`src/rtl/assert_macros.svh`:
```
// Assertion macros used by the top level of the SD card SPI host controller.
`ifndef ASSERT_MACROS_SVH
`define ASSERT_MACROS_SVH
`ifndef NO_ASSERTIONS
// Same-cycle implication, disabled while reset is asserted.
`define ASSERT_IMPLIES(label, clk, rst_n, a, b) \
  label: assert property (@(posedge clk) disable iff (!rst_n) (a) |-> (b)) \
    else $error("implication check failed");
// Next-cycle implication, disabled while reset is asserted.
`define ASSERT_NEXT(label, clk, rst_n, a, b) \
  label: assert property (@(posedge clk) disable iff (!rst_n) (a) |=> (b)) \
    else $error("next-cycle check failed");
`else
`define ASSERT_IMPLIES(label, clk, rst_n, a, b)
`define ASSERT_NEXT(label, clk, rst_n, a, b)
`endif
`endif

```
`src/rtl/sdh_pkg.sv`:
```
// Package with types, constants and helper functions of the SD card SPI host controller.
`default_nettype none
package sdh_pkg;

  localparam int unsigned SECTOR_BYTES    = 512;
  localparam int unsigned REINIT_LIMIT    = 3;
  localparam int unsigned PRESIGNAL_BYTES = 12;
  localparam int unsigned CMD_RETRIES     = 100;

  localparam int unsigned BC_W  = 10;
  localparam int unsigned WC_W  = 17;
  localparam int unsigned CNT_W = 7;

  localparam logic [1:0] CMD_EXCH  = 2'd0;
  localparam logic [1:0] CMD_INIT  = 2'd1;
  localparam logic [1:0] CMD_READ  = 2'd2;
  localparam logic [1:0] CMD_WRITE = 2'd3;

  localparam logic [2:0] REG_READY_TO   = 3'd0;
  localparam logic [2:0] REG_RESP_TO    = 3'd1;
  localparam logic [2:0] REG_TOKEN_TO   = 3'd2;
  localparam logic [2:0] REG_BUSY_TO    = 3'd3;
  localparam logic [2:0] REG_INIT_TRIES = 3'd4;
  localparam logic [2:0] REG_ACMD_TRIES = 3'd5;
  localparam logic [2:0] REG_READ_RETRY = 3'd6;
  localparam logic [2:0] REG_CRC_EN     = 3'd7;

  localparam logic [3:0] ST_OK        = 4'd0;
  localparam logic [3:0] ST_NOT_READY = 4'd1;
  localparam logic [3:0] ST_RESET     = 4'd2;
  localparam logic [3:0] ST_CMD8      = 4'd3;
  localparam logic [3:0] ST_IDENT     = 4'd4;
  localparam logic [3:0] ST_REJECTED  = 4'd5;
  localparam logic [3:0] ST_TOKEN     = 4'd6;
  localparam logic [3:0] ST_CRC       = 4'd7;
  localparam logic [3:0] ST_BUSY      = 4'd8;

  localparam logic [7:0] BYTE_IDLE  = 8'hFF;
  localparam logic [7:0] BYTE_TOKEN = 8'hFE;
  localparam logic [7:0] R1_IDLE    = 8'h01;
  localparam logic [7:0] R1_READY   = 8'h00;
  localparam logic [7:0] R1_ADDRERR = 8'h04;

  localparam logic [55:0] F_CMD0  = 56'h0040_0000_0000_95;
  localparam logic [55:0] F_CMD8  = 56'hFF_48_0000_01AA_87;
  localparam logic [55:0] F_CMD55 = 56'hFF_77_0000_0000_FF;
  localparam logic [55:0] F_ACMD41 = 56'hFF_69_4000_0000_87;
  localparam logic [55:0] F_CMD58 = 56'hFF_7A_0000_0000_75;
  localparam logic [55:0] F_CMD1  = 56'h0050_0000_0200_FF;
  localparam logic [7:0]  OP_CMD17 = 8'h51;
  localparam logic [7:0]  OP_CMD24 = 8'h58;

  typedef enum logic [14:0] {
    PH_IDLE  = 15'b000000000000001,
    PH_PRE   = 15'b000000000000010,
    PH_READY = 15'b000000000000100,
    PH_TOG1  = 15'b000000000001000,
    PH_TOG2  = 15'b000000000010000,
    PH_FRAME = 15'b000000000100000,
    PH_RESP  = 15'b000000001000000,
    PH_EXTRA = 15'b000000010000000,
    PH_TOKEN = 15'b000000100000000,
    PH_RDATA = 15'b000001000000000,
    PH_RCRC  = 15'b000010000000000,
    PH_WGAP  = 15'b000100000000000,
    PH_WDATA = 15'b001000000000000,
    PH_WCRC  = 15'b010000000000000,
    PH_BUSY  = 15'b100000000000000
  } phase_t;

  typedef enum logic [4:0] {
    K_INIT_READY, K_INIT_SEL, K_C0, K_C8, K_C55, K_A41, K_C58, K_C1, K_INIT_OK,
    K_CSEL, K_CREADY, K_CREL, K_RSEL, K_RCMD, K_RFAIL, K_REND, K_WCMD, K_WFAIL, K_WEND
  } key_t;

  typedef enum logic [1:0] {OP_NONE, OP_INIT, OP_READ, OP_WRITE} op_t;

  typedef struct packed {
    logic [15:0] ready_to;
    logic [15:0] resp_to;
    logic [16:0] token_to;
    logic [16:0] busy_to;
    logic [6:0]  init_tries;
    logic [6:0]  acmd_tries;
    logic [6:0]  read_retries;
    logic        crc_en;
  } cfg_t;

  typedef struct packed {
    logic [7:0] mosi_byte;
    logic       exchange_request;
    logic       chip_select;
    logic       slow_clock;
    logic       read_valid;
    logic [7:0] read_byte;
    logic       write_request;
    logic       done_res;
    logic       success;
    logic       card_is_sdhc;
    logic [3:0] status_code;
  } res_t;

  function automatic logic [15:0] crc16_byte(input logic [15:0] crc, input logic [7:0] b);
    logic [15:0] c;
    c = crc ^ {b, 8'h00};
    for (int i = 0; i < 8; i++) begin
      c = c[15] ? ({c[14:0], 1'b0} ^ 16'h1021) : {c[14:0], 1'b0};
    end
    return c;
  endfunction

  function automatic logic [7:0] frame_byte(input logic [55:0] frame, input logic [2:0] len,
                                            input logic [BC_W-1:0] i);
    logic [2:0]  idx;
    logic [63:0] wide;
    idx  = len - 3'd1 - i[2:0];
    wide = {8'h00, frame} >> {idx, 3'b000};
    return wide[7:0];
  endfunction

endpackage
`default_nettype wire

```
`src/rtl/sdh_seq.sv`:
```
// Command and data sequencer of the SD card SPI host controller, one exchange per step.
`default_nettype none
module sdh_seq (
  input  wire logic                 clk,
  input  wire logic                 rst_n,
  input  wire logic                 step,
  input  wire logic [1:0]           cmd,
  input  wire logic [31:0]          block_address,
  input  wire logic [7:0]           write_byte,
  input  wire logic [7:0]           miso_byte,
  input  wire sdh_pkg::cfg_t        cfg,
  output sdh_pkg::res_t             res
);
  import sdh_pkg::*;

  phase_t          ph_r, ph_nxt;
  logic [BC_W-1:0] bc_r, bc_nxt;
  logic [WC_W-1:0] wc_r, wc_nxt;
  logic [CNT_W-1:0] att_r, att_nxt;
  logic [1:0]      reinit_r, reinit_nxt;
  logic            sdhc_r, sdhc_nxt;
  logic [55:0]     frame_r, frame_nxt;
  logic [15:0]     crc_r, crc_nxt;
  logic [15:0]     rcrc_r, rcrc_nxt;
  logic [31:0]     addr_r, addr_nxt;
  logic [7:0]      lr_r, lr_nxt;
  op_t             op_r, op_nxt;
  key_t            leaf_r, leaf_nxt;
  key_t            cret_r, cret_nxt;
  logic            tog_r, tog_nxt;
  logic            cs_r, cs_nxt;
  logic            slow_r, slow_nxt;
  logic [2:0]      flen_r, flen_nxt;
  logic [2:0]      xlen_r, xlen_nxt;
  logic [7:0]      expect_r, expect_nxt;
  logic            rel_r, rel_nxt;
  logic [CNT_W-1:0] cleft_r, cleft_nxt;
  logic [CNT_W-1:0] aleft_r, aleft_nxt;
  logic [CNT_W-1:0] rleft_r, rleft_nxt;
  logic [7:0]      ocr_r, ocr_nxt;
  logic [3:0]      fail_r, fail_nxt;
  logic            busy_r, busy_nxt;

  always_comb begin
    logic        emit, rdy, do_res, do_cnext, do_cend, do_anext, do_ifail, do_rfail;
    logic        do_iend, iend_ok, do_cgo, cg_rel, do_tog, tg_lvl, fin, fin_ok;
    logic [7:0]  emit_b, cg_exp, r;
    logic [3:0]  ifail_code, iend_code, fin_code;
    logic [55:0] cg_frame;
    logic [2:0]  cg_len, cg_xlen;
    logic [31:0] card_addr;
    key_t        rk, cg_k, tg_k;

    ph_nxt = ph_r; bc_nxt = bc_r; wc_nxt = wc_r; att_nxt = att_r; reinit_nxt = reinit_r;
    sdhc_nxt = sdhc_r; frame_nxt = frame_r; crc_nxt = crc_r; rcrc_nxt = rcrc_r;
    addr_nxt = addr_r; lr_nxt = lr_r; op_nxt = op_r; leaf_nxt = leaf_r; cret_nxt = cret_r;
    tog_nxt = tog_r; cs_nxt = cs_r; slow_nxt = slow_r; flen_nxt = flen_r; xlen_nxt = xlen_r;
    expect_nxt = expect_r; rel_nxt = rel_r; cleft_nxt = cleft_r; aleft_nxt = aleft_r;
    rleft_nxt = rleft_r; ocr_nxt = ocr_r; fail_nxt = fail_r; busy_nxt = busy_r;

    res = '0;
    emit = 1'b0; emit_b = BYTE_IDLE; rdy = 1'b0; do_res = 1'b0; rk = K_INIT_READY;
    do_cnext = 1'b0; do_cend = 1'b0; do_anext = 1'b0; do_ifail = 1'b0; ifail_code = ST_OK;
    do_rfail = 1'b0; do_iend = 1'b0; iend_ok = 1'b0; iend_code = ST_OK;
    do_cgo = 1'b0; cg_frame = '0; cg_len = 3'd6; cg_xlen = 3'd0; cg_exp = R1_READY;
    cg_rel = 1'b0; cg_k = K_C0; do_tog = 1'b0; tg_lvl = 1'b0; tg_k = K_CSEL;
    fin = 1'b0; fin_ok = 1'b0; fin_code = ST_OK; r = 8'h00; card_addr = '0;

    if (step) begin
      // Start commands restart the sequencer whatever it was doing.
      case (cmd)
        CMD_INIT: begin
          op_nxt = OP_INIT; att_nxt = '0; slow_nxt = 1'b1;
          bc_nxt = '0; cs_nxt = 1'b1; ph_nxt = PH_PRE; emit = 1'b1;
        end
        CMD_READ: begin
          op_nxt = OP_READ; addr_nxt = block_address; cs_nxt = 1'b0;
          rleft_nxt = cfg.read_retries; reinit_nxt = '0;
          do_tog = 1'b1; tg_lvl = 1'b0; tg_k = K_RSEL;
        end
        CMD_WRITE: begin
          op_nxt = OP_WRITE; addr_nxt = block_address;
          card_addr = sdhc_r ? block_address : {block_address[22:0], 9'd0};
          do_cgo = 1'b1; cg_frame = {8'hFF, OP_CMD24, card_addr, 8'hFF}; cg_len = 3'd7;
          cg_xlen = 3'd0; cg_exp = R1_READY; cg_rel = 1'b0; cg_k = K_WCMD;
        end
        default: begin
          case (ph_r)
            PH_IDLE: ;
            PH_PRE: begin
              bc_nxt = bc_r + 1'b1;
              if (bc_nxt < BC_W'(PRESIGNAL_BYTES)) emit = 1'b1;
              else begin
                leaf_nxt = K_INIT_READY; wc_nxt = '0; ph_nxt = PH_READY; emit = 1'b1;
              end
            end
            PH_READY: begin
              wc_nxt = wc_r + 1'b1;
              if (miso_byte == BYTE_IDLE) begin
                rdy = 1'b1; do_res = 1'b1; rk = leaf_r;
              end else if (wc_nxt >= {1'b0, cfg.ready_to}) begin
                do_res = 1'b1; rk = leaf_r;
              end else emit = 1'b1;
            end
            PH_TOG1: begin
              cs_nxt = tog_r; ph_nxt = PH_TOG2; emit = 1'b1;
            end
            PH_TOG2: begin
              do_res = 1'b1; rk = leaf_r;
            end
            PH_FRAME: begin
              bc_nxt = bc_r + 1'b1;
              if (bc_nxt < BC_W'(flen_r)) begin
                emit = 1'b1; emit_b = frame_byte(frame_r, flen_r, bc_nxt);
              end else begin
                wc_nxt = '0; ph_nxt = PH_RESP; emit = 1'b1;
              end
            end
            PH_RESP: begin
              wc_nxt = wc_r + 1'b1;
              if (miso_byte != BYTE_IDLE) begin
                lr_nxt = miso_byte;
                if (xlen_r != 3'd0) begin
                  bc_nxt = '0; ph_nxt = PH_EXTRA; emit = 1'b1;
                end else if (miso_byte == expect_r) do_cend = 1'b1;
                else do_cnext = 1'b1;
              end else if (wc_nxt >= {1'b0, cfg.resp_to}) begin
                lr_nxt = BYTE_IDLE; do_cend = 1'b1;
              end else emit = 1'b1;
            end
            PH_EXTRA: begin
              if (bc_r == '0) ocr_nxt = miso_byte;
              bc_nxt = bc_r + 1'b1;
              if (bc_nxt < BC_W'(xlen_r)) emit = 1'b1;
              else if (lr_r == expect_r) do_cend = 1'b1;
              else do_cnext = 1'b1;
            end
            PH_TOKEN: begin
              wc_nxt = wc_r + 1'b1;
              if (miso_byte == BYTE_TOKEN) begin
                bc_nxt = '0; crc_nxt = '0; ph_nxt = PH_RDATA; emit = 1'b1;
              end else if (wc_nxt >= cfg.token_to) begin
                fail_nxt = ST_TOKEN; do_tog = 1'b1; tg_lvl = 1'b1; tg_k = K_RFAIL;
              end else emit = 1'b1;
            end
            PH_RDATA: begin
              res.read_valid = 1'b1; res.read_byte = miso_byte;
              crc_nxt = crc16_byte(crc_r, miso_byte);
              bc_nxt = bc_r + 1'b1;
              if (bc_nxt >= BC_W'(SECTOR_BYTES)) begin
                bc_nxt = '0; rcrc_nxt = '0; ph_nxt = PH_RCRC;
              end
              emit = 1'b1;
            end
            PH_RCRC: begin
              rcrc_nxt = {rcrc_r[7:0], miso_byte};
              bc_nxt = bc_r + 1'b1;
              if (bc_nxt < BC_W'(2)) emit = 1'b1;
              else begin
                do_tog = 1'b1; tg_lvl = 1'b1; tg_k = K_REND;
              end
            end
            PH_WGAP: begin
              if (bc_r == '0) begin
                bc_nxt = BC_W'(1); emit = 1'b1; emit_b = BYTE_TOKEN; res.write_request = 1'b1;
              end else begin
                // The first data byte goes out right after the token.
                ph_nxt = PH_WDATA; emit = 1'b1; emit_b = write_byte;
                bc_nxt = BC_W'(1); res.write_request = 1'b1;
              end
            end
            PH_WDATA: begin
              if (bc_r < BC_W'(SECTOR_BYTES)) begin
                emit = 1'b1; emit_b = write_byte; bc_nxt = bc_r + 1'b1;
                if (bc_nxt < BC_W'(SECTOR_BYTES)) res.write_request = 1'b1;
              end else begin
                bc_nxt = BC_W'(1); ph_nxt = PH_WCRC; emit = 1'b1;
              end
            end
            PH_WCRC: begin
              emit = 1'b1;
              if (bc_r < BC_W'(3)) bc_nxt = bc_r + 1'b1;
              else begin
                wc_nxt = '0; ph_nxt = PH_BUSY;
              end
            end
            PH_BUSY: begin
              wc_nxt = wc_r + 1'b1;
              if (miso_byte != 8'h00) begin
                busy_nxt = 1'b1; do_tog = 1'b1; tg_lvl = 1'b1; tg_k = K_WEND;
              end else if (wc_nxt >= cfg.busy_to) begin
                busy_nxt = 1'b0; do_tog = 1'b1; tg_lvl = 1'b1; tg_k = K_WEND;
              end else emit = 1'b1;
            end
            default: ph_nxt = PH_IDLE;
          endcase
        end
      endcase

      // Command-level continuations.
      if (do_res && rk == K_CREL) rk = cret_r;
      if (do_res && rk == K_CSEL) begin
        do_res = 1'b0; leaf_nxt = K_CREADY; wc_nxt = '0; ph_nxt = PH_READY; emit = 1'b1;
      end
      if (do_res && rk == K_CREADY) begin
        do_res = 1'b0;
        if (rdy) begin
          bc_nxt = '0; ph_nxt = PH_FRAME; emit = 1'b1;
          emit_b = frame_byte(frame_r, flen_r, '0);
        end else begin
          cs_nxt = 1'b1; do_cnext = 1'b1;
        end
      end
      if (do_cnext) begin
        if (cleft_r > CNT_W'(1)) begin
          cleft_nxt = cleft_r - 1'b1; do_tog = 1'b1; tg_lvl = 1'b0; tg_k = K_CSEL;
        end else do_cend = 1'b1;
      end
      if (do_cend) begin
        if (rel_r) begin
          do_tog = 1'b1; tg_lvl = 1'b1; tg_k = K_CREL;
        end else begin
          do_res = 1'b1; rk = cret_r;
        end
      end

      // Operation-level continuations.
      r = lr_nxt;
      if (do_res) begin
        case (rk)
          K_INIT_READY: begin
            if (rdy) begin
              do_tog = 1'b1; tg_lvl = 1'b0; tg_k = K_INIT_SEL;
            end else begin
              do_ifail = 1'b1; ifail_code = ST_NOT_READY;
            end
          end
          K_INIT_SEL: begin
            do_cgo = 1'b1; cg_frame = F_CMD0; cg_len = 3'd6; cg_xlen = 3'd0;
            cg_exp = R1_IDLE; cg_rel = 1'b1; cg_k = K_C0;
          end
          K_C0: begin
            if (r == R1_IDLE) begin
              do_cgo = 1'b1; cg_frame = F_CMD8; cg_len = 3'd7; cg_xlen = 3'd4;
              cg_exp = R1_IDLE; cg_rel = 1'b1; cg_k = K_C8;
            end else begin
              do_ifail = 1'b1; ifail_code = ST_RESET;
            end
          end
          K_C8: begin
            if (r == R1_IDLE) begin
              aleft_nxt = cfg.acmd_tries;
              do_cgo = 1'b1; cg_frame = F_CMD55; cg_len = 3'd7; cg_xlen = 3'd0;
              cg_exp = R1_READY; cg_rel = 1'b1; cg_k = K_C55;
            end else begin
              do_ifail = 1'b1; ifail_code = ST_CMD8;
            end
          end
          K_C55: begin
            if (r == R1_IDLE) begin
              do_cgo = 1'b1; cg_frame = F_ACMD41; cg_len = 3'd7; cg_xlen = 3'd0;
              cg_exp = R1_READY; cg_rel = 1'b1; cg_k = K_A41;
            end else do_anext = 1'b1;
          end
          K_A41: begin
            if (r == R1_READY) begin
              ocr_nxt = '0;
              do_cgo = 1'b1; cg_frame = F_CMD58; cg_len = 3'd7; cg_xlen = 3'd4;
              cg_exp = R1_READY; cg_rel = 1'b1; cg_k = K_C58;
            end else do_anext = 1'b1;
          end
          K_C58: begin
            if (r == R1_READY && ocr_nxt[6]) begin
              sdhc_nxt = 1'b1; do_tog = 1'b1; tg_lvl = 1'b1; tg_k = K_INIT_OK;
            end else begin
              do_cgo = 1'b1; cg_frame = F_CMD1; cg_len = 3'd6; cg_xlen = 3'd0;
              cg_exp = R1_READY; cg_rel = 1'b1; cg_k = K_C1;
            end
          end
          K_C1: begin
            if (r == R1_READY) begin
              sdhc_nxt = 1'b0; do_tog = 1'b1; tg_lvl = 1'b1; tg_k = K_INIT_OK;
            end else begin
              do_ifail = 1'b1; ifail_code = ST_IDENT;
            end
          end
          K_INIT_OK: begin
            slow_nxt = 1'b0; do_iend = 1'b1; iend_ok = 1'b1; iend_code = ST_OK;
          end
          K_RSEL: begin
            card_addr = sdhc_nxt ? addr_nxt : {addr_nxt[22:0], 9'd0};
            do_cgo = 1'b1; cg_frame = {8'h00, OP_CMD17, card_addr, 8'hFF}; cg_len = 3'd6;
            cg_xlen = 3'd0; cg_exp = R1_READY; cg_rel = 1'b0; cg_k = K_RCMD;
          end
          K_RCMD: begin
            if (r == R1_READY || r == R1_ADDRERR) begin
              wc_nxt = '0; ph_nxt = PH_TOKEN; emit = 1'b1;
            end else begin
              fail_nxt = ST_REJECTED; do_tog = 1'b1; tg_lvl = 1'b1; tg_k = K_RFAIL;
            end
          end
          K_RFAIL: do_rfail = 1'b1;
          K_REND: begin
            if (cfg.crc_en && crc_r != rcrc_r) begin
              fail_nxt = ST_CRC; do_rfail = 1'b1;
            end else begin
              cs_nxt = 1'b1; fin = 1'b1; fin_ok = 1'b1; fin_code = ST_OK;
            end
          end
          K_WCMD: begin
            if (r == R1_READY) begin
              bc_nxt = '0; ph_nxt = PH_WGAP; emit = 1'b1;
            end else begin
              fail_nxt = ST_REJECTED; do_tog = 1'b1; tg_lvl = 1'b1; tg_k = K_WFAIL;
            end
          end
          K_WFAIL: begin
            fin = 1'b1; fin_ok = 1'b0; fin_code = fail_nxt;
          end
          K_WEND: begin
            fin = 1'b1; fin_ok = busy_nxt; fin_code = ST_BUSY;
          end
          default: begin
            ph_nxt = PH_IDLE; op_nxt = OP_NONE;
          end
        endcase
      end

      if (do_anext) begin
        if (aleft_nxt > CNT_W'(1)) begin
          aleft_nxt = aleft_nxt - 1'b1;
          do_cgo = 1'b1; cg_frame = F_CMD55; cg_len = 3'd7; cg_xlen = 3'd0;
          cg_exp = R1_READY; cg_rel = 1'b1; cg_k = K_C55;
        end else begin
          do_ifail = 1'b1; ifail_code = ST_IDENT;
        end
      end
      if (do_ifail) begin
        att_nxt = att_r + 1'b1;
        if (att_nxt < cfg.init_tries) begin
          bc_nxt = '0; cs_nxt = 1'b1; ph_nxt = PH_PRE; emit = 1'b1;
        end else begin
          do_iend = 1'b1; iend_ok = 1'b0; iend_code = ifail_code;
        end
      end
      if (do_rfail) begin
        if (rleft_r != '0) begin
          rleft_nxt = rleft_r - 1'b1; do_tog = 1'b1; tg_lvl = 1'b0; tg_k = K_RSEL;
        end else begin
          // Out of read tries: run a full initialization again.
          att_nxt = '0; slow_nxt = 1'b1; bc_nxt = '0; cs_nxt = 1'b1;
          ph_nxt = PH_PRE; emit = 1'b1;
        end
      end
      if (do_iend) begin
        if (op_nxt == OP_INIT) begin
          fin = 1'b1; fin_ok = iend_ok; fin_code = iend_code;
        end else if (reinit_r >= 2'(REINIT_LIMIT)) begin
          cs_nxt = 1'b1; fin = 1'b1; fin_ok = 1'b0; fin_code = fail_nxt;
        end else begin
          reinit_nxt = reinit_r + 1'b1; rleft_nxt = cfg.read_retries;
          do_tog = 1'b1; tg_lvl = 1'b0; tg_k = K_RSEL;
        end
      end
      if (do_cgo) begin
        frame_nxt = cg_frame; flen_nxt = cg_len; xlen_nxt = cg_xlen; expect_nxt = cg_exp;
        rel_nxt = cg_rel; cret_nxt = cg_k; lr_nxt = BYTE_IDLE;
        cleft_nxt = CNT_W'(CMD_RETRIES);
        do_tog = 1'b1; tg_lvl = 1'b0; tg_k = K_CSEL;
      end
      if (do_tog) begin
        leaf_nxt = tg_k; tog_nxt = tg_lvl; ph_nxt = PH_TOG1; emit = 1'b1; emit_b = BYTE_IDLE;
      end
      if (fin) begin
        res.done_res = 1'b1; res.success = fin_ok; res.status_code = fin_ok ? ST_OK : fin_code;
        ph_nxt = PH_IDLE; op_nxt = OP_NONE;
      end
      if (emit) begin
        res.exchange_request = 1'b1; res.mosi_byte = emit_b;
      end
    end
    res.chip_select = cs_nxt; res.slow_clock = slow_nxt; res.card_is_sdhc = sdhc_nxt;
  end

  always_ff @(posedge clk) begin
    if (!rst_n) begin
      ph_r <= PH_IDLE; bc_r <= '0; wc_r <= '0; att_r <= '0; reinit_r <= '0; sdhc_r <= 1'b0;
      frame_r <= '1; crc_r <= '0; rcrc_r <= '0; addr_r <= '0; lr_r <= BYTE_IDLE;
      op_r <= OP_NONE; leaf_r <= K_INIT_READY; cret_r <= K_INIT_READY; tog_r <= 1'b1;
      cs_r <= 1'b1; slow_r <= 1'b1; flen_r <= 3'd6; xlen_r <= '0; expect_r <= '0;
      rel_r <= 1'b0; cleft_r <= '0; aleft_r <= '0; rleft_r <= '0; ocr_r <= '0;
      fail_r <= '0; busy_r <= 1'b0;
    end else if (step) begin
      ph_r <= ph_nxt; bc_r <= bc_nxt; wc_r <= wc_nxt; att_r <= att_nxt;
      reinit_r <= reinit_nxt; sdhc_r <= sdhc_nxt; frame_r <= frame_nxt; crc_r <= crc_nxt;
      rcrc_r <= rcrc_nxt; addr_r <= addr_nxt; lr_r <= lr_nxt; op_r <= op_nxt;
      leaf_r <= leaf_nxt; cret_r <= cret_nxt; tog_r <= tog_nxt; cs_r <= cs_nxt;
      slow_r <= slow_nxt; flen_r <= flen_nxt; xlen_r <= xlen_nxt; expect_r <= expect_nxt;
      rel_r <= rel_nxt; cleft_r <= cleft_nxt; aleft_r <= aleft_nxt; rleft_r <= rleft_nxt;
      ocr_r <= ocr_nxt; fail_r <= fail_nxt; busy_r <= busy_nxt;
    end
  end

endmodule
`default_nettype wire

```
`src/rtl/sd_card_spi_host_controller_top.sv`:
```
// Top level of the SD card SPI host controller: config registers, handshake and result register.
//
//   Channel  Direction  Handshake                 Carries
//   in_      input      in_valid / in_ready       start command or finished SPI exchange
//   out_     output     out_valid / out_ready     next MOSI byte, line levels, data, status
//   cfg      input      APB psel/penable/pwrite   timeouts, try counts, CRC check enable
//
// Every accepted input beat yields exactly one result beat in the result register on the next cycle.
// A new input beat is taken in every cycle while the result register is empty
// or is being emptied in the same cycle; the sequencer's combinational next-state
// logic sets this rate of one beat per cycle. Reset (rst_n low, synchronous)
// idles the sequencer, deselects the card and selects the slow clock. A stalled
// result holds in the output register and stalls the input side.
`default_nettype none
`include "assert_macros.svh"
module sd_card_spi_host_controller_top (
  input  wire logic        clk,
  input  wire logic        rst_n,
  input  wire logic        in_valid,
  output logic             in_ready,
  input  wire logic [1:0]  in_cmd,
  input  wire logic [31:0] in_block_address,
  input  wire logic [7:0]  in_write_byte,
  input  wire logic [7:0]  in_miso_byte,
  output logic             out_valid,
  input  wire logic        out_ready,
  output logic [7:0]       out_mosi_byte,
  output logic             out_exchange_request,
  output logic             out_chip_select,
  output logic             out_slow_clock,
  output logic             out_read_valid,
  output logic [7:0]       out_read_byte,
  output logic             out_write_request,
  output logic             out_done_res,
  output logic             out_success,
  output logic             out_card_is_sdhc,
  output logic [3:0]       out_status_code,
  input  wire logic        psel,
  input  wire logic        penable,
  input  wire logic        pwrite,
  input  wire logic [4:0]  paddr,
  input  wire logic [31:0] pwdata,
  output logic [31:0]      prdata,
  output logic             pready
);
  import sdh_pkg::*;

  cfg_t       cfg_r;
  res_t       res_nxt;
  res_t       out_r;
  logic       out_valid_r;
  logic       accept;
  logic [2:0] reg_idx;

  // Configuration registers, written at the access phase of an APB write.
  assign pready  = 1'b1;
  assign reg_idx = paddr[4:2];

  always_ff @(posedge clk) begin
    if (!rst_n) begin
      cfg_r.ready_to     <= 16'd500;
      cfg_r.resp_to      <= 16'd512;
      cfg_r.token_to     <= 17'd50000;
      cfg_r.busy_to      <= 17'd100000;
      cfg_r.init_tries   <= 7'd10;
      cfg_r.acmd_tries   <= 7'd5;
      cfg_r.read_retries <= 7'd10;
      cfg_r.crc_en       <= 1'b1;
    end else if (psel && penable && pwrite && pready) begin
      case (reg_idx)
        REG_READY_TO:   cfg_r.ready_to     <= pwdata[15:0];
        REG_RESP_TO:    cfg_r.resp_to      <= pwdata[15:0];
        REG_TOKEN_TO:   cfg_r.token_to     <= pwdata[16:0];
        REG_BUSY_TO:    cfg_r.busy_to      <= pwdata[16:0];
        REG_INIT_TRIES: cfg_r.init_tries   <= pwdata[6:0];
        REG_ACMD_TRIES: cfg_r.acmd_tries   <= pwdata[6:0];
        REG_READ_RETRY: cfg_r.read_retries <= pwdata[6:0];
        REG_CRC_EN:     cfg_r.crc_en       <= pwdata[0];
        default: ;
      endcase
    end
  end

  always_comb begin
    case (reg_idx)
      REG_READY_TO:   prdata = {16'd0, cfg_r.ready_to};
      REG_RESP_TO:    prdata = {16'd0, cfg_r.resp_to};
      REG_TOKEN_TO:   prdata = {15'd0, cfg_r.token_to};
      REG_BUSY_TO:    prdata = {15'd0, cfg_r.busy_to};
      REG_INIT_TRIES: prdata = {25'd0, cfg_r.init_tries};
      REG_ACMD_TRIES: prdata = {25'd0, cfg_r.acmd_tries};
      REG_READ_RETRY: prdata = {25'd0, cfg_r.read_retries};
      REG_CRC_EN:     prdata = {31'd0, cfg_r.crc_en};
      default:        prdata = '0;
    endcase
  end

  // The input side is open whenever the result register is free this cycle.
  assign in_ready = !out_valid_r || out_ready;
  assign accept   = in_valid && in_ready;

  sdh_seq u_seq (
    .clk           (clk),
    .rst_n         (rst_n),
    .step          (accept),
    .cmd           (in_cmd),
    .block_address (in_block_address),
    .write_byte    (in_write_byte),
    .miso_byte     (in_miso_byte),
    .cfg           (cfg_r),
    .res           (res_nxt)
  );

  // Result register: loaded on every accepted beat, drained by out_ready.
  always_ff @(posedge clk) begin
    if (!rst_n) begin
      out_valid_r <= 1'b0;
    end else if (accept) begin
      out_valid_r <= 1'b1;
    end else if (out_ready) begin
      out_valid_r <= 1'b0;
    end
  end

  always_ff @(posedge clk) begin
    if (accept) begin
      out_r <= res_nxt;
    end
  end

  assign out_valid            = out_valid_r;
  assign out_mosi_byte        = out_r.mosi_byte;
  assign out_exchange_request = out_r.exchange_request;
  assign out_chip_select      = out_r.chip_select;
  assign out_slow_clock       = out_r.slow_clock;
  assign out_read_valid       = out_r.read_valid;
  assign out_read_byte        = out_r.read_byte;
  assign out_write_request    = out_r.write_request;
  assign out_done_res         = out_r.done_res;
  assign out_success          = out_r.success;
  assign out_card_is_sdhc     = out_r.card_is_sdhc;
  assign out_status_code      = out_r.status_code;

  // Every accepted beat leaves a result in the output register.
  `ASSERT_NEXT(a_accept_gives_result, clk, rst_n, accept, out_valid_r)
  // A finished operation never asks for another exchange in the same beat.
  `ASSERT_IMPLIES(a_done_no_exchange, clk, rst_n, out_valid_r && out_r.done_res,
                  !out_r.exchange_request)
  // Sector data always comes with the request for the following exchange.
  `ASSERT_IMPLIES(a_read_with_exchange, clk, rst_n, out_valid_r && out_r.read_valid,
                  out_r.exchange_request)
  // A write start always begins with an exchange, never a completion.
  `ASSERT_NEXT(a_write_start_exchanges, clk, rst_n, accept && in_cmd == CMD_WRITE,
               out_r.exchange_request && !out_r.done_res)

endmodule
`default_nettype wire

```
`config.mk`:
```
export PLATFORM = sky130hd
export DESIGN_NAME = sd_card_spi_host_controller_top
export DESIGN_NICKNAME = d
export VERILOG_FILES = /design/src/rtl/sdh_pkg.sv /design/src/rtl/sdh_seq.sv /design/src/rtl/sd_card_spi_host_controller_top.sv
export VERILOG_INCLUDE_DIRS = /design/src /design/src/rtl
export SDC_FILE = /design/constraint.sdc
export NUM_CORES = 1
export LEC_CHECK = 0
export BUFFER_PORTS_ARGS = -buffer_cell sky130_fd_sc_hd__buf_4
export CORE_UTILIZATION = 40
export CTS_CLUSTER_SIZE = 28
export DETAILED_ROUTE_END_ITERATION = 10
export PLACE_DENSITY_LB_ADDON = 0.1
export RECOVER_POWER = 25
export SETUP_SLACK_MARGIN = 0.3
export SKIP_LAST_GASP = 1
export SYNTH_ARGS = -nofsm -noshare
export SYNTH_HDL_FRONTEND = slang
export SYNTH_SLANG_ARGS = --single-unit
```
`constraint.sdc`:
```
create_clock -name clk -period 6.95 [get_ports clk]
set_clock_uncertainty 0.05 [all_clocks]
set_input_delay 1.39 -clock clk [delete_from_list [all_inputs] [get_ports clk]]
set_output_delay 1.39 -clock clk [all_outputs]
set_load 0.01 [all_outputs]
```
Word-level counts from Yosys, hierarchy flattened
Cells that the tools add are included.

Output and inout port bits: 63. Logic and storage cells: 608. Bits in registers: 361. Input port bits: 94.

Reductions and logical operators: 53. Shift-type cells: 2. Mux-type cells: 413. Bitwise logic cells: 12. $lt $le $gt $ge: 16. Add/subtract/negate cells: 9. Equal/unequal tests: 56.

Operator list (count): $mux W56 (9); $pmux W56 S7 (1); $mux W15 (22); $pmux W32 S8 (1); $mux W5 (42); $mux W8 (23); $mux W1 (178); $mux W10 (16); $pmux W15 S10 (1); $mux W17 (8); $mux W7 (19); $shr A56 B6 Y8 (2); $mux W13 (8); $mux W32 (3); $pmux W10 S7 (1); $mux W4 (17); $pmux W17 S4 (1); $pmux W16 S2 (2); $pmux W15 S3 (1); $eq A5 B4 Y1 const B (8); $pmux W5 S7 (1); $ge A17 B16 Y1 (2); $ge A17 B17 Y1 (2); $mux W3 (11); 93 further kinds (182).

Depth between registers and ports, before layout
Gate-level depths: netlist (run 1).

Depth in word-level cells: 38. Gate-level depth with buffers: 33. Mapped depth without buffers: 30.

Hierarchy
Synthesis (run 1) repeated with hierarchy kept, for this count alone.

Cells, all modules: 2824. Area total of the unflattened synthesis: 22389.0 µm².

By module, submodules not included: sdh_seq (times used 1, sequential area each 4304.1 µm², cells an instance 2349, area each 17240.3 µm²); sd_card_spi_host_controller_top (times used 1, sequential area each 2622.5 µm², cells an instance 475, area each 5148.7 µm²).

Least setup slack after synthesis (run 1)
No wires, ideal clock.

Kind: register -> register. Start: reg u_seq.wc_r[0]. End: reg u_seq.frame_r[4]. Data required time: 6.780 ns. Clock period less this slack: 6.527 ns. Buffers on the path: 2. Stages on the path, launching flop included: 31. Arrival time: 6.357 ns. Slack: 0.423 ns. Library setup time: 0.120 ns. Path through: dfxtp_1 -> nand3_1 -> nor2_1 -> and3_1 -> clkbuf_1 -> nand2_1 -> nor2_1 -> nand3_1 -> nor2_1 -> xor2_1 -> ha_1 -> nand4_1 -> nor4_1 -> nor3_1 -> nand4_1 -> a21boi_2 -> o22ai_4 -> a221oi_2 -> nand3_1 -> nor2_1 -> mux2i_1 -> ha_1 -> o21ai_0 -> or4_1 -> and2_4 -> and2_1 -> buf_2 -> nor4_1 -> o211a_1 -> o21ai_1 -> a211o_1.

Cells in the longest elaborated chain, start to end: 31. Elaborated cells between the ends (all ways): 84. Those cells by class: add/sub (1); order compare (3); eq/ne (11); mux (61); reduce/logical (8).

RTL lines: start, declared (line sdh_seq.sv:18) `logic [WC_W-1:0] wc_r, wc_nxt;`; start signal, assigned (line sdh_seq.sv:394) `ph_r <= ph_nxt; bc_r <= bc_nxt; wc_r <= wc_nxt; att_r <= att_nxt;`; $add A17 B1 Y17 (*) (line sdh_seq.sv:98, sdh_seq.sv:120); $ge A17 B16 Y1 (line sdh_seq.sv:101) `end else if (wc_nxt >= {1'b0, cfg.ready_to}) begin`; $mux W5 (line sdh_seq.sv:101); $mux W5 (line sdh_seq.sv:99) `if (miso_byte == BYTE_IDLE) begin`; $pmux W5 S2 (line sdh_seq.sv:88) `case (ph_r)`; $mux W5 (line sdh_seq.sv:71) `case (cmd)`; $mux W5 (line sdh_seq.sv:69) `if (step) begin`; $eq A5 B4 Y1 (line sdh_seq.sv:201) `if (do_res && rk == K_CREL) rk = cret_r;`; [... 15 more ...]; $mux W7 (line sdh_seq.sv:230) `case (rk)`; $mux W7 (line sdh_seq.sv:229) `if (do_res) begin`; $mux W7 (line sdh_seq.sv:69); $gt A7 B1 Y1 (line sdh_seq.sv:330) `if (aleft_nxt > CNT_W'(1)) begin`; $mux W1 (line sdh_seq.sv:330); $mux W1 (line sdh_seq.sv:329) `if (do_anext) begin`; $mux W1 (line sdh_seq.sv:69); $reduce_and A2 Y1 (no source line); end signal, assigned (line sdh_seq.sv:395) `reinit_r <= reinit_nxt; sdhc_r <= sdhc_nxt; frame_r <= frame_nxt; crc_r <= crc_nxt;`; end, declared (line sdh_seq.sv:22) `logic [55:0] frame_r, frame_nxt;`.

Mark *: on every way between the ends. The rest lies on a longest branch, timed or not. The select of a mux whose other input is x is not followed. A chain may end at the register's enable or synchronous reset.

Worst setup path after layout (run 1)
Start: reg u_seq.wc_r[0]. End: reg u_seq.leaf_r[2].

Cells in the longest elaborated chain, start to end: 37. Elaborated cells between the ends (all ways): 158. Those cells by class: add/sub (1); order compare (5); eq/ne (23); mux (116); reduce/logical (13).

RTL lines: $add A17 B1 Y17 (*); $ge A17 B16 Y1 (line sdh_seq.sv:101); $mux W5 (line sdh_seq.sv:101); $mux W5 (line sdh_seq.sv:99); $pmux W5 S2 (line sdh_seq.sv:88); $mux W5 (line sdh_seq.sv:71); $mux W5 (line sdh_seq.sv:69); $eq A5 B4 Y1 (line sdh_seq.sv:201); [... 21 more ...]; $mux W1 (line sdh_seq.sv:69); $mux W1 (line sdh_seq.sv:338) `if (do_ifail) begin`; $mux W1 (line sdh_seq.sv:69); $mux W1 (line sdh_seq.sv:355) `if (do_iend) begin`; $mux W1 (line sdh_seq.sv:365) `if (do_cgo) begin`; $mux W1 (line sdh_seq.sv:69); $ne A3 B3 Y1 (no source line) (tied with other cells); $reduce_and A4 Y1 (no source line); end signal, assigned (line sdh_seq.sv:397) `leaf_r <= leaf_nxt; cret_r <= cret_nxt; tog_r <= tog_nxt; cs_r <= cs_nxt;`; end, declared (line sdh_seq.sv:28) `key_t leaf_r, leaf_nxt;`.

Marks and branches as above.

==> results of run 1 <==
-- cells by family after synthesis --
family / count (synthesis) / synth area share
AO/OA/AOI/OAI: 797 / 0.242
XOR/XNOR: 65 / 0.0256
buffers and inverters: 309 / 0.0573
adder cells (fa/ha/maj): 92 / 0.0521
other: 2 / 0.000338
AND/OR/NAND/NOR: 1136 / 0.240
multiplexers: 117 / 0.0708
flip-flops: 332 / 0.311
-- layout make-up --
class                   count  share of cell area
multi-input cells        2223               0.540
clock buffers              58              0.0452
well taps                 748              0.0345
clock inverters            17             0.00707
inverters                 122              0.0171
flip-flops and latches    332               0.256
repair buffers            358               0.100
-- critical path, delay by kind of cell (launching register included) --
kind                       cells  cell delay, ns
xor gates and xnor gates       1            0.22
DFF                            1            0.37
AOI/OAI and AO/OA             12            2.54
and+or+nand+nor                8            1.83
adders and majority gates      3            0.62
muxes                          1            0.28
buffers and inverters          4            0.63
-- cells in the mapped netlist (18+ instances only) --
cell type,instances,area [um2]
a211oi_1,36,270
ha_1,91,1140
a21oi_1,235,1180
nand4_1,34,213
buf_4,18,135
o31ai_1,20,150
a21o_1,23,173
nor4_1,27,169
nand2b_1,32,200
a22oi_1,37,278
a32oi_1,22,193
o22ai_1,27,169
o21ai_0,119,596
xor2_1,19,166
nor2_1,270,1010
o211ai_1,43,323
dfxtp_1,304,6090
mux4_2,31,698
o311ai_0,20,175
inv_1,117,439
a31oi_1,19,119
o21ai_1,23,115
xnor2_1,46,403
mux2i_1,77,771
and2_1,20,125
buf_2,19,95.1
nor2b_1,27,169
nand3_1,96,480
nand2_1,431,1620
nor3_1,62,310
or3_1,21,131
and3_1,33,206
clkbuf_1,135,507
edfxtp_1,28,841
-- repair_timing --
item,4_1_cts,5_1_grt
endpoints found under the setup margin,137,140
gates cloned,1,0
resized for setup,33,79
buffers inserted,14,27
pin swaps,11,46
-- power groups by stage --
stage	Sequential, mW	Clock (mW)	Combinational, mW
floorplan	2.05	0	0.327
global placement	2.05	0	0.546
detailed placement	2.05	0	0.550
CTS	2.01	2.29	0.557
global route	2.02	2.37	0.608
finish	2.01	2.26	0.564
-- registers in the layout, summed over array words and instances, names as in the netlist, 7 cells and up --
signal and cells:
u_seq.cleft_r 7, cfg_r 88, u_seq.wc_r 17, u_seq.bc_r 10, u_seq.att_r 7, u_seq.crc_r 16, u_seq.ph_r 15, u_seq.rleft_r 7
out_read_byte 8, u_seq.addr_r 32, out_mosi_byte 8, u_seq.aleft_r 7, u_seq.rcrc_r 16, u_seq.lr_r 8, u_seq.frame_r 45
-- layer usage --
metal	track usage	vias to the layer above	wire length, um
met5	0	-	0
met1	0.425	11168	39400
li1	-	10851	-
met4	0.0915	0	2600
met3	0.0485	161	6170
met2	0.467	903	38900
-- metrics by stage --
| stage | cells | cell area (um2) | setup TNS, ns | total power, mW | hold slack (ns) |
|---|---|---|---|---|---|
| final | 3858 | 27100 | 0 | 4.84 | 0.403 |
| after global routing | 3858 | 27100 | 0 | 5.00 | 0.417 |
| after CTS | 3831 | 26600 | 0 | 4.87 | 0.402 |
| after detailed placement | 3741 | 24900 | -5.50 | 2.61 | 0.392 |
| after global placement | 3741 | 24900 | -0.228 | 2.60 | 0.386 |
| after floorplan | 2864 | 22300 | 0 | 2.37 | 0.371 |
-- worst paths after layout --
check | slack [ns] | cells after the start | from | endpoint
hold reg to reg | 0.40 | 2 | u_seq.addr_r[14] | u_seq.addr_r[14]
setup reg to reg | 0.30 | 29 | u_seq.wc_r[0] | u_seq.leaf_r[2]
setup / recovery | 0.30 | 29 | u_seq.wc_r[0] | u_seq.leaf_r[2]
hold / removal | 0.40 | 2 | u_seq.addr_r[14] | u_seq.addr_r[14]
==> summary.md, run 1 <==
| Metric | Value |
|---|---|
| Failing checks | max-capacitance violations, max-slew violations |
| Die Ht | about 240 um |
| WP data arrival | about 7 ns |
| Kind of critical path | flip-flop to flip-flop |
| Sequential area share after synthesis | 0.311 |
| Pwr dens | approximately 180 nW/um2 |
| Synthesized area | 22,200 um2 |
| Final worst-path cycle share | 0.957 |
| DR iter-0 viols | 2,198 |
| Vias in the first global route | around 22,000 |
| Outcome | finished, violations left |
| F_max | approximately 150 MHz |
| Final WL | between 80,000 and 90,000 um |
| Internal Pwr Total | 3.53 mW |
| Routed Antenna Nets | 0 |
| Setup ws final | a little under 0.3 ns |
| Final Util | 0.493 |
| Largest net degree at the start of global routing | between 80 and 90 |
| Unique masters post-synth | ~120 |
| Ant. Diodes | 0 |
| Die W | 238 um |
| Worst EP required | roughly 7.4 ns |
| Total GRT Usage | 0.301 |
| Initial antenna violation count | 2 |
| Max-slew headroom | -0.838 |
| Startpoint types | flip-flop |
| Layout cells sized above 1 | 0.183 |
| Slew Viols, Final | 90 |
| Post-DR wirelength/cell | 22.6 um |
| VDD IR max | about 0.17 mV |
| P_leak | approximately 11 nW |
| NetSw | ~1.3 mW |
| Share of flip-flops with an asynchronous set or reset | 0 |
| First-pass GRT wire length | between 100,000 and 150,000 um |
| Worst-path clk slew | 0.06 ns |
| Commonest cells after routing, fill and taps aside | nand2_1, buf_4, dfxtp_1 |
| Sw Ratio | 0.269 |
| Maximum fanout along the worst path | 8 |
| Gate power share | 0.117 |
| Syn_area_per_cell | just under 8 um2 |
| Worst path slowest cell | or4_4 |
| Htree depth | 2 |
| Final setup viols | 0 |
| Most common cell after layout, fill and taps aside | nand2_1 |
| Crit-path max cell delay | between 0.5 and 0.6 ns |
| Post-synth EDFFs | 28 |
| Clock network power share | 0.467 |
| Post-CTS Hold Buffers | 0 |
| Worst skew pair latency | 0.60 ns |
| Mapped Cells | 2,850 |
| Max Cap Viol | 2 |
| Vias | approximately 23,000 |
| Hold Crit Class | flip-flop to flip-flop |
| CTS buffer count | between 40 and 50 |
| Footprint of the multi-input gates | about 15,000 um2 |
| Prevailing post-synth register cell | dfxtp_1 |
| Final nets | approximately 3,300 |
| DRC Markers | 0 |
| Routability cong. | slightly below 1 |
| Layout area overhead | 21.8% |
| CTS max path bufs | 3 |
| RSZ-0062 raised after global routing | true |
| CTS root buffer | clkbuf_16 |
| Io pins | 157 |
| Remaining global-route overflow | 0 |
| Site row count | between 80 and 90 |
| Die area | ~57,000 um2 |
| IO buf count | about 120 |
| Nature of the critical path endpoint | flip-flop |
| Setup WS pre-CTS | -0.145 ns |
| Starting Density | 0.404 |
| Warnings from Yosys | 0 |
| Seq. cell area | about 6900 um2 |
| Final-report hold violation count | 0 |
| Worst slew pin tran | 2.76 ns |
| Core area | around 55,000 um2 |
| CTS tree | yes |
| Clock period minus worst slack | between 6 and 7 ns |
| Via/cell ratio | 5.98 |
| Pre-Repair DR Iteration Count | 6 |
| Reg power frac | 0.416 |
| Layout fillers | ~5,400 |
| Yosys reg bits | between 300 and 400 |
| CTS Sinks | ~330 |
| Final HPWL DP | 64,600 um |
Power figures use the tool's default switching activity.
==> run 2: changes to the inputs <==
Settings changed: SYNTH_HIERARCHICAL set to 1.
==> summary.md, run 2 <==
| Metric | Value |
|---|---|
| Crit-path most repeated cell | buf_4 |
| Final Util | 0.472 |
| Die Ht | 239 um |
| Commonest cells post-synth | nand2_1, dfxtp_1, nor2_1, a21oi_1, mux2i_1 |
| Most common cell after layout, fill and taps aside | nand2_1 |
| CTS max path bufs | 3 |
| Top Registers | cfg_r: 88 flops, u_seq/frame_r: 45 flops, u_seq/addr_r: 32 flops |
| Outcome | finished, violations left |
| Clock network power share | 0.446 |
| Setup ws final | between 0.4 and 0.5 ns |
| Worst EP required | 7.35 ns |
| Internal Pwr Total | ~3.3 mW |
| Crit path cell chain | ha_2 -> nand3_4 -> nor4_4 -> nand4_1 -> xnor2_2 -> ha_1 -> a211oi_1 -> o21ai_1 -> a2111oi_2 -> buf_4 -> buf_4 -> o2111ai_1 -> a31oi_1 -> buf_4 -> nor2_1 -> a211oi_1 -> nand3_1 -> and2_1 -> o32ai_2 -> a2111oi_2 -> buf_4 -> a21o_1 -> nand3_1 -> o31ai_1 |
| WP buf/inv | 4 |
| Clock period minus worst slack | 6.52 ns |
| Dominant cell by count in the synthesized netlist | nand2_1 |
| Remaining global-route overflow | 0 |
| Post-synth EDFFs | 28 |
| Pwr dens | 176 nW/um2 |
| Slew Viols, Final | 194 |
| Final worst-path cycle share | 0.939 |
| Io pins | around 160 |
| Post-CTS Hold Buffers | 0 |
| Site row count | between 80 and 90 |
| Crit-path max cell delay | about 0.90 ns |
| IO buf count | about 120 |
| Final WL | roughly 86,000 um |
| Share of flip-flops with an asynchronous set or reset | 0 |
| Core area | about 55,000 um2 |
| DRC Markers | 0 |
| Pre-Repair DR Iteration Count | 6 |
| Vias in the first global route | roughly 21,000 |
| Max Cap Viol | 5 |
| Register name with the most flops | cfg_r |
| Post-synth top area share | 0.272 |
| Worst skew pair latency | 0.58 ns |
| Final nets | 3,157 |
| Worst path slowest cell | a211oi_1 |
| Total negative setup slack | 0 ns |
| Layout cells sized above 1 | 0.149 |
| Max reg flops | just under 90 |
| Hold Crit Class | flip-flop to flip-flop |
| Ant. Diodes | 0 |
| Starting Density | 0.406 |
| Final-report hold violation count | 0 |
| Total chip power | approximately 4.6 mW |
| P_leak | between 10 and 15 nW |
| RSZ-0062 raised after global routing | true |
| WP data arrival | approximately 6.9 ns |
| Hold_ws | 0.401 ns |
| CTS buffer count | between 40 and 50 |
| Final HPWL DP | approximately 64,000 um |
| Final setup viols | 0 |
| Setup WS pre-CTS | -0.0402 ns |
| Worst-path clk slew | about 0.060 ns |
| Routability cong. | between 0.9 and 1 |
| Worst slew pin tran | 2.63 ns |
| Synthesized area | between 20,000 and 25,000 um2 |
| CTS Sinks | between 300 and 400 |
| Area leader, netlist | dfxtp_1 |
| Die area | around 57,000 um2 |
| First-pass GRT wire length | 130,000 um |
| Dominant cells by area after synthesis | dfxtp_1, nand2_1, mux2i_1 |
| Yosys reg bits | between 300 and 400 |
| CTS root buffer | clkbuf_16 |
| Die W | about 240 um |
| Mapped Cells | 2,824 |
| Failing checks | max-capacitance violations, max-slew violations |
| F_max | 153 MHz |
| Kind of critical path | flip-flop to flip-flop |
| Via/cell ratio | between 5 and 6 |
| Routed Antenna Nets | 0 |
| Vias | about 22,000 |
| Warnings from Yosys | 6 |
| Sequential area share after synthesis | 0.309 |
| Reg power frac | 0.438 |
| NetSw | 1.27 mW |
| Sw Ratio | 0.278 |
| Commonest cells after routing, fill and taps aside | nand2_1, dfxtp_1, buf_4 |
| Post-DR wirelength/cell | approximately 23 um |
| Prevailing post-synth register cell | dfxtp_1 |
| Gate power share | 0.116 |
| Largest net degree at the start of global routing | 75 |
| Startpoint types | flip-flop |
| Family with the most delay on the worst path | compound AO/OA/AOI/OAI gates |
| Initial antenna violation count | 0 |
| VDD IR max | between 0.1 and 0.15 mV |
| CTS tree | yes |
| Layout area overhead | 16.4% |
| Max-slew headroom | -0.750 |
| DR iter-0 viols | 1,794 |
| Unique masters post-synth | 110 |
| Htree depth | 2 |
| Nature of the critical path endpoint | flip-flop |
| Maximum fanout along the worst path | 13 |
| Total GRT Usage | 0.296 |
| Syn_area_per_cell | about 8 um2 |
run 2: worst min-delay path, cell delays in order (launching register included):
cell,delay (ns)
dfxtp_1,0.30
nand2_1,0.05
a21oi_1,0.05
run 2: power by group through the flow:
stage	combinational, mW	clock, mW	sequential [mW]
finish	0.530	2.05	2.01
global route	0.573	2.17	2.01
CTS	0.531	2.09	2.01
detailed placement	0.528	0	2.05
global placement	0.524	0	2.05
floorplan	0.325	0	2.04
run 2: final timing paths:
| check | startpoint | depth (start not counted) | slack, ns | end |
|---|---|---|---|---|
| worst max-delay path | u_seq/wc_r[0] | 24 | 0.43 | u_seq/bc_r[1] |
| worst min register to register | u_seq/addr_r[19] | 2 | 0.40 | u_seq/addr_r[19] |
| worst max register to register | u_seq/wc_r[0] | 24 | 0.43 | u_seq/bc_r[1] |
| worst min-delay path | u_seq/addr_r[19] | 2 | 0.40 | u_seq/addr_r[19] |
run 2: per-layer routing:
| metal | global-route usage | wire length [um] | vias up |
|---|---|---|---|
| li1 | - | - | 10574 |
| met1 | 0.394 | 37700 | 10909 |
| met2 | 0.478 | 39400 | 801 |
| met3 | 0.0464 | 5410 | 161 |
| met4 | 0.117 | 3540 | 0 |
| met5 | 0 | 0 | - |
run 2: logic make-up (layout without fill, tap and decap cells):
kind of cell | after synthesis | in the layout | share of synthesized area
simple gates | 1103 | 1103 | 0.240
compound gates | 755 | 755 | 0.229
flops | 332 | 332 | 0.309
buf+inv | 304 | 473 | 0.0576
mux | 169 | 169 | 0.0875
fa+ha+maj | 87 | 87 | 0.0490
xor+xnor | 72 | 72 | 0.0282
other cells | 2 | 16 | 0.000335
run 2: cell type report:
| cell class | count | area [um2] |
|---|---|---|
| fill | 5527 | 29100 |
| multi-input combinational | 2202 | 14500 |
| sequential | 332 | 6930 |
| timing repair buffer | 277 | 2010 |
| clock buffer | 59 | 1140 |
| tap | 748 | 936 |
| inverter | 122 | 460 |
| clock inverter | 15 | 96.3 |
run 2: per-stage QoR:
step	cell area (um2)	instances
2_1_floorplan	22500	2838
3_3_place_gp	24700	3674
3_5_place_dp	24700	3674
4_1_cts	25900	3748
5_1_grt	26100	3755
6_report	26100	3755
run 2: timing repair:
item / in CTS / in global routing
cloned: 0 / 0
hold endpoints to repair: 0 / 0
resized for setup: 8 / 47
pin swaps: 1 / 14
endpoints found under the setup margin: 107 / 137
setup buffers: 0 / 7
